$ cat config.mk
export PLATFORM = sky130hd
export DESIGN_NAME = eba_ram
export DESIGN_NICKNAME = d
export VERILOG_FILES = /design/src/hw/rtl/eba_ram.sv
export SDC_FILE = /design/constraint.sdc
export NUM_CORES = 1
export LEC_CHECK = 0
export ABC_AREA = 0
export BUFFER_PORTS_ARGS = -buffer_cell sky130_fd_sc_hd__buf_2
export CORE_ASPECT_RATIO = 0.8
export CORE_UTILIZATION = 35
export CTS_CLUSTER_SIZE = 12
export DETAILED_ROUTE_END_ITERATION = 8
export GPL_TIMING_DRIVEN = 0
export PLACE_DENSITY = 0.6
export SKIP_CTS_REPAIR_TIMING = 1
export SYNTH_ARGS = -nofsm -noshare
export SYNTH_HDL_FRONTEND = slang
export SYNTH_SLANG_ARGS = --single-unit
$ cat constraint.sdc
create_clock -name clk -period 5.2 [get_ports clk]
set_input_delay 0.52 -clock clk [delete_from_list [all_inputs] [get_ports clk]]
set_output_delay 0.52 -clock clk [all_outputs]
set_load 0.01 [all_outputs]
$ cat src/hw/rtl/eba_ram.sv
// Generic single-port-write, registered-read RAM.
`default_nettype none
module eba_ram #(
    parameter int WIDTH = 8,
    parameter int DEPTH = 16
) (
    input  wire logic                     clk,
    input  wire logic                     we,
    input  wire logic [$clog2(DEPTH)-1:0] waddr,
    input  wire logic [WIDTH-1:0]         wdata,
    input  wire logic [$clog2(DEPTH)-1:0] raddr,
    output logic      [WIDTH-1:0]         rdata
);
    logic [WIDTH-1:0] mem [DEPTH];

    always_ff @(posedge clk)
    begin
        if (we)
        begin
            mem[waddr] <= wdata;
        end
        rdata <= mem[raddr];
    end
endmodule
`default_nettype wire

==> results.json, run 1 <==
{
  "power.density_mw_per_mm2": 406,
  "swShare": 0.198,
  "clock_skew_ns": 0.00759,
  "drcViolationCount": 0,
  "crit_fanout": 8,
  "clock.fmax_mhz": 538,
  "path_cells": "buf_2 > nand3b_1 > nor3_1",
  "layout_common_cells": "edfxtp_1 (128), buf_2 (28), mux4_2 (18)",
  "slew-limit-headroom": 0.138,
  "pre_cts_ws_ns": 2.88,
  "synth_ff_type": "edfxtp_1",
  "critPathArrivalTime_ns": 1.87,
  "layout.cells.most_common": "edfxtp_1",
  "numCtsBuffers": 17,
  "crit_required_ns": 5.21,
  "grt-ovfl-total": 0,
  "finalHoldViolations": 0,
  "seq_area_frac_synth": 0.778,
  "area_growth_syn_to_layout_pct": 17.5,
  "hold_class": "input port to flip-flop",
  "grt_pass1_wl_mm": 15.3,
  "synth_area_mm2": 0.00515,
  "fin_crit_ns": 1.86,
  "combPwrFrac": 0.049,
  "antenna_found_initial": 0,
  "first_pass_iters": 4,
  "synth.distinct_cells": 19,
  "grt_max_degree": 17,
  "htree_levels": 4,
  "cts_buffer_depth": 2,
  "vias": 2364,
  "place_congestion": 0.695,
  "drive_above_1_share": 0.281,
  "ys_seq_elements": 136,
  "syn_nets": 247,
  "diodes": 0,
  "cap_violations": 0,
  "crit_type": "input port to flip-flop",
  "syn_avg_cell_area_um2": 22.5,
  "period_share": 0.357,
  "pin_count": 26,
  "cp-end-kind": "flip-flop",
  "track_usage": 0.151,
  "tns_ns": 0,
  "cts_tree": "yes",
  "slowest_stage": "nor3_1",
  "die_h_um": 110,
  "start_util": 0.360,
  "n_fill_cell": 1250,
  "syn_inst": 229,
  "clkPwrFrac": 0.449,
  "startpoint_type": "input port",
  "grt_pass1_vias": 2423,
  "die_area_mm2": 0.0152,
  "leakagePower_nw": 2.01,
  "clock_tree.root_cell": "clkbuf_16",
  "rows": 39,
  "avgRoutedWirePerCell_um": 21.9,
  "die_width_um": 138,
  "worstSkewPairLatency_ns": 0.41,
  "vias_per_cell": 5.04,
  "rsz0062_at_grt": "false",
  "setup_viol": 0,
  "drt_wl_total_mm": 10.3,
  "worst_pin_slew_ns": 1.28,
  "layout.nets": 291,
  "max_stage_delay_ns": 1.00,
  "fin_ws_ns": 3.34,
  "p_seq_frac": 0.501,
  "drt_iter0_markers": 183,
  "layout.cells.non_filler": 469,
  "peakVddDrop_mv": 0.224,
  "postRouteAntennaNets": 0,
  "p_sw_w": 0.000487,
  "slew_viol_final": 0,
  "p_int_w": 0.00197,
  "dpl.hpwl_mm": 6.51,
  "run_status": "finished clean",
  "core_area_mm2": 0.0143,
  "ys.warnings.count": 0,
  "io_buffers": 24,
  "async_flop_share": 0,
  "clock-sinks": 136,
  "dpl.cell_count": 438,
  "synth_edf_count": 128,
  "path_clk_slew_ns": 0.06
}
## final cells by class
| class | instances | area [um2] | share of cell area |
|---|---|---|---|
| Buffer | 10 | 86.3 | 0.0143 |
| Clock inverter | 11 | 108 | 0.0178 |
| Tap cell | 184 | 230 | 0.0381 |
| Clock buffer | 20 | 437 | 0.0722 |
| Timing Repair Buffer | 25 | 125 | 0.0207 |
| Multi-Input combinational cell | 83 | 1060 | 0.175 |
| Sequential cell | 136 | 4000 | 0.662 |
## worst paths after layout
check                to  slack, ns        from  depth (start not counted)
max           mem[8][3]       3.34    waddr[2]                          3
min          mem[14][3]       0.52    wdata[3]                          1
max reg2reg    rdata[0]       3.77   mem[6][0]                          3
min reg2reg    rdata[3]       0.67  mem[11][3]                          3
## sequential cells by signal, indices dropped and copies added (netlist names)
register / count
rdata: 8
mem: 128
## metal layers
metal,part of all wire,track usage
met5,0,0
met4,0.0055,0.0593
met3,0.062,0.0482
met2,0.48,0.212
met1,0.46,0.217
## cell families (layout without fill, tap and decap cells)
family,count (synthesis),count (layout),share of synthesized area
AO/OA/AOI/OAI,16,16,0.0233
multiplexers,32,32,0.150
AND/OR/NAND/NOR,35,35,0.0318
buffers and inverters,10,66,0.0168
flip-flops,136,136,0.778
## synth_stat cells (2+ instances only)
master           instances  area, um2
edfxtp_1               128       3840
clkdlybuf4s25_2          3       30.0
nor3_1                   4       20.0
buf_6                    3       33.8
nor2_1                  13       48.8
nand2_1                  9       33.8
mux4_1                  14        368
mux4_2                  18        405
nand3b_1                 2       15.0
a22oi_1                 16        120
buf_2                    3       15.0
nand2b_1                 2       12.5
dfxtp_1                  8        160
## through the flow
| stage | cell area (um2) | power (W) | utilization | hold slack, ns |
|---|---|---|---|---|
| after global placement | 5500 | 0.00137 | 0.385 | 0.658 |
| after floorplan | 5150 | 0.00132 | - | 0.619 |
| after detailed placement | 5500 | 0.00138 | 0.385 | 0.664 |
| after global routing | 6050 | 0.00254 | 0.423 | 0.519 |
| after CTS | 6050 | 0.00248 | 0.423 | 0.512 |
| final | 6050 | 0.00246 | 0.423 | 0.523 |
## power by group through the flow
stage          clock [W]  sequential [W]  combinational [W]
6_report         0.00110         0.00123           0.000121
3_5_place_dp           0         0.00125           0.000123
3_3_place_gp           0         0.00125           0.000120
5_1_grt          0.00117         0.00123           0.000131
4_1_cts          0.00113         0.00123           0.000123
2_1_floorplan          0         0.00126          0.0000622
## worst max-delay path: cells and delay by family
family | cells | cell delay (ns)
buf+inv | 1 | 0.13
simple gates | 2 | 1.22
Note: power is estimated with default switching activity, not from simulation.
==> inputs of run 2 (changes only) <==
- PLACE_DENSITY: 0.6 -> 0.62
- clock period: 5.2 -> 1.5 ns (I/O delays scaled with it)
==> results.json, run 2 (same netlist as run 1, synthesis figures left out) <==
{
  "run_status": "finished clean",
  "place_congestion": 0.688,
  "drcViolationCount": 0,
  "dpl.hpwl_mm": 6.46,
  "fin_crit_ns": 1.43,
  "die_area_mm2": 0.0152,
  "crit_type": "input port to flip-flop",
  "drt_iter0_markers": 239,
  "slew_viol_final": 0,
  "worst_pin_slew_ns": 0.851,
  "setup_viol": 0,
  "dpl.cell_count": 437,
  "place_area_mm2": 0.00550,
  "layout.nets": 291,
  "grt-ovfl-total": 0,
  "core_area_mm2": 0.0143,
  "power.density_mw_per_mm2": 1480,
  "drt_wl_total_mm": 10.3,
  "regMostFlops": "mem",
  "biggestRegsByFlops": "mem: 128 flops, rdata: 8 flops",
  "avgRoutedWirePerCell_um": 21.8,
  "r2r_cells": 3,
  "slew-limit-headroom": 0.431,
  "postRouteAntennaNets": 0,
  "startpoint_type": "input port",
  "layout_common_cells": "edfxtp_1 (128), buf_2 (27), mux4_2 (18)",
  "crit_fanout": 8,
  "diodes": 0,
  "clock_skew_ns": 0.00722,
  "finalPower_w": 0.00910,
  "grt_max_degree": 17,
  "vias_per_cell": 5.01,
  "clock_tree.root_cell": "clkbuf_16",
  "antenna_found_initial": 0,
  "clock.fmax_mhz": 700,
  "grt_pass1_vias": 2418,
  "crit_required_ns": 1.53,
  "layout.cells.non_filler": 470,
  "peakVddDrop_mv": 0.802,
  "cts_buffer_depth": 2,
  "hold_slack_ns": 0.152,
  "start_util": 0.360,
  "critPathArrivalTime_ns": 1.46,
  "largest_reg_flops": 128,
  "hold_class": "input port to flip-flop",
  "grt_pass1_wl_mm": 15.5,
  "vias": 2353,
  "pin_count": 26,
  "rows": 39,
  "htree_levels": 4,
  "rsz0062_at_grt": "false",
  "area_growth_syn_to_layout_pct": 19.7,
  "die_width_um": 138,
  "die_h_um": 110,
  "numCtsBuffers": 17,
  "hold_path_depth": 1,
  "final_cell_area_mm2": 0.00616,
  "path_clk_slew_ns": 0.05,
  "leakagePower_nw": 2.07,
  "finalHoldViolations": 0,
  "cp-end-kind": "flip-flop",
  "io_buffers": 24,
  "cap_violations": 0,
  "period_share": 0.953,
  "clock-sinks": 136,
  "first_pass_iters": 4,
  "cts_tree": "yes",
  "drive_above_1_share": 0.301,
  "worstSkewPairLatency_ns": 0.41,
  "layout.cells.most_common": "edfxtp_1",
  "track_usage": 0.151
}
-- run 2: cell count changes in the layout (fill, tap and decap cells not counted), sizes merged --
cell / before / now
clkinvlp: 2 / 0
buf: 32 / 31
clkbuf: 20 / 24
clkinv: 7 / 5
bufinv: 2 / 4
-- run 2: power breakdown --
| part | leakage (nW) | switching [W] | internal (W) | total [W] |
|---|---|---|---|---|
| clock network | 0.318 | 0.00143 | 0.00298 | 0.00441 |
| registers | 1.22 | 0.0000190 | 0.00425 | 0.00427 |
| logic | 0.523 | 0.000253 | 0.000170 | 0.000422 |
| total | 2.07 | 0.00170 | 0.00740 | 0.00910 |
-- run 2: final timing paths --
path / startpoint / end / slack (ns)
max: waddr[2] / mem[3][1] / 0.07
min: wdata[2] / mem[12][2] / 0.15
max reg2reg: mem[5][0] / rdata[0] / 0.07
min reg2reg: mem[11][2] / rdata[2] / 0.67
-- run 2: metal layers --
layer	up-vias	share of wire	track usage
li1	1062	-	-
met1	1223	0.47	0.234
met2	66	0.45	0.197
met3	2	0.069	0.0459
met4	0	0.0035	0.0505
met5	-	0	0
-- run 2: layout make-up --
| class | instances | area (um2) |
|---|---|---|
| multi-input combinational | 83 | 1070 |
| clock buffer | 23 | 498 |
| sequential | 136 | 4000 |
| buffer | 10 | 86.3 |
| timing repair buffer | 25 | 128 |
| clock inverter | 9 | 143 |
| fill | 1223 | 8140 |
| tap | 184 | 230 |
-- run 2: through the flow --
| stage | setup slack [ns] | utilization | setup TNS (ns) |
|---|---|---|---|
| 2_1_floorplan | 0.0839 | - | 0 |
| 3_3_place_gp | -0.453 | 0.385 | -23.09 |
| 3_5_place_dp | -0.466 | 0.385 | -25.88 |
| 4_1_cts | -0.0363 | 0.430 | -0.273 |
| 5_1_grt | 0.00874 | 0.431 | 0 |
| 6_report | 0.0712 | 0.431 | 0 |
-- run 2: critical path, cell delays in order --
cell and delay (ns):
buf_2 0.13, or3b_2 0.52, nor2_1 0.65
==> inputs of run 3 (changes only) <==
- CORE_ASPECT_RATIO: 0.8 -> not set
- TNS_END_PERCENT: not set -> 50
==> results.json, run 3 (same netlist as run 1, synthesis figures left out) <==
{
  "max_stage_delay_ns": 0.49,
  "slew_viol_final": 0,
  "postRouteAntennaNets": 0,
  "crit_fanout": 1,
  "crit_required_ns": 1.77,
  "setup_viol": 0,
  "slew-limit-headroom": 0.181,
  "die_h_um": 123,
  "dpl.cell_count": 433,
  "vias_per_cell": 5.15,
  "fin_ws_ns": 0.0272,
  "run_status": "finished clean",
  "core_area_mm2": 0.0141,
  "track_usage": 0.146,
  "path_cells": "mux4_2 > a22oi_1 > nand2_1",
  "worstSkewPairLatency_ns": 0.40,
  "power.density_mw_per_mm2": 1450,
  "dpl.hpwl_mm": 6.36,
  "start_util": 0.365,
  "rows": 43,
  "n_fill_cell": 1213,
  "regMostFlops": "mem",
  "area_growth_syn_to_layout_pct": 18.7,
  "fin_crit_ns": 1.47,
  "peakVddDrop_mv": 1.29,
  "vias": 2390,
  "layout.cells.non_filler": 464,
  "cts_buffer_depth": 2,
  "pin_count": 26,
  "final_core_util": 0.434,
  "htree_levels": 4,
  "largest_reg_flops": 128,
  "multiInputGateArea_mm2": 0.00108,
  "layout_common_cells": "edfxtp_1 (128), buf_2 (28), mux4_2 (18)",
  "crit_type": "flip-flop to flip-flop",
  "drcViolationCount": 0,
  "clock_tree.root_cell": "clkbuf_16",
  "regArea_mm2": 0.00400,
  "place_congestion": 0.817,
  "startpoint_type": "flip-flop",
  "drt_wl_total_mm": 9.99,
  "slowest_stage": "mux4_2",
  "clock.fmax_mhz": 679,
  "pre_cts_ws_ns": -0.483,
  "cts_tree": "yes",
  "cap_violations": 0,
  "grt_pass1_vias": 2492,
  "clock-sinks": 136,
  "first_pass_iters": 4,
  "drive_above_1_share": 0.299,
  "finalHoldViolations": 0,
  "clock_skew_ns": 0.00583,
  "worst_pin_slew_ns": 1.22,
  "drt_iter0_markers": 143,
  "biggestRegsByFlops": "mem: 128 flops, rdata: 8 flops",
  "path_clk_slew_ns": 0.06,
  "leakagePower_nw": 2.04,
  "grt_max_degree": 17,
  "io_buffers": 24,
  "diodes": 0,
  "layout.nets": 291,
  "die_width_um": 123,
  "layout.cells.most_common": "edfxtp_1",
  "hold_class": "input port to flip-flop",
  "avgRoutedWirePerCell_um": 21.5,
  "grt_pass1_wl_mm": 14.8,
  "tns_ns": 0,
  "cp-end-kind": "flip-flop",
  "die_area_mm2": 0.0152,
  "rsz0062_at_grt": "false",
  "critPathArrivalTime_ns": 1.74,
  "antenna_found_initial": 0,
  "numCtsBuffers": 17,
  "period_share": 0.982,
  "grt-ovfl-total": 0
}
run 3: changes by cell type in the layout (fill, tap and decap cells not counted):
cell,change
a22oi_1,-3
clkinvlp_4,+1
clkbuf_8,-5
buf_2,+1
clkbuf_4,-1
nor3_1,+1
clkinv_2,+1
a22oi_2,+3
clkinv_1,+1
nor3_2,-1
run 3: worst max-delay path: cells and delay by family, from the launching register on:
family / cells / cell delay (ns)
DFF: 1 / 0.37
muxes: 1 / 0.49
AOI/OAI and AO/OA: 1 / 0.34
and+or+nand+nor: 1 / 0.13
run 3: metal layers:
metal / GRT usage / up-vias / share of wire
met3: 0.0563 / 15 / 0.061
li1: - / 1058 / -
met2: 0.224 / 76 / 0.48
met1: 0.191 / 1241 / 0.45
met5: 0 / - / 0
met4: 0.0467 / 0 / 0.013
run 3: power breakdown:
part,internal [W],switching [W]
Combinational,0.000172,0.000252
Sequential,0.00425,0.0000193
Clock,0.00273,0.00143
Total,0.00715,0.00170
run 3: metrics by stage:
step | hold WS, ns | total power [W] | cell area, um2
2_1_floorplan | 0.249 | 0.00457 | 5150
3_3_place_gp | 0.549 | 0.00476 | 5500
3_5_place_dp | 0.547 | 0.00477 | 5500
4_1_cts | 0.136 | 0.00890 | 6090
5_1_grt | 0.139 | 0.00911 | 6110
6_report | 0.144 | 0.00885 | 6110
run 3: final cells by class:
class	instances	share of cell area
tap	180	0.0369
timing repair buffer	25	0.0205
clock buffer	18	0.0702
clock inverter	12	0.0260
buffer	10	0.0141
sequential	136	0.655
multi-input combinational	83	0.177
run 3: final timing paths:
check	endpoint	cells after the start	start	slack, ns
worst max-delay path	rdata[0]	3	mem[10][0]	0.03
worst min-delay path	mem[5][5]	1	wdata[5]	0.14
worst max register to register	rdata[0]	3	mem[10][0]	0.03
worst min register to register	rdata[1]	3	mem[12][1]	0.68
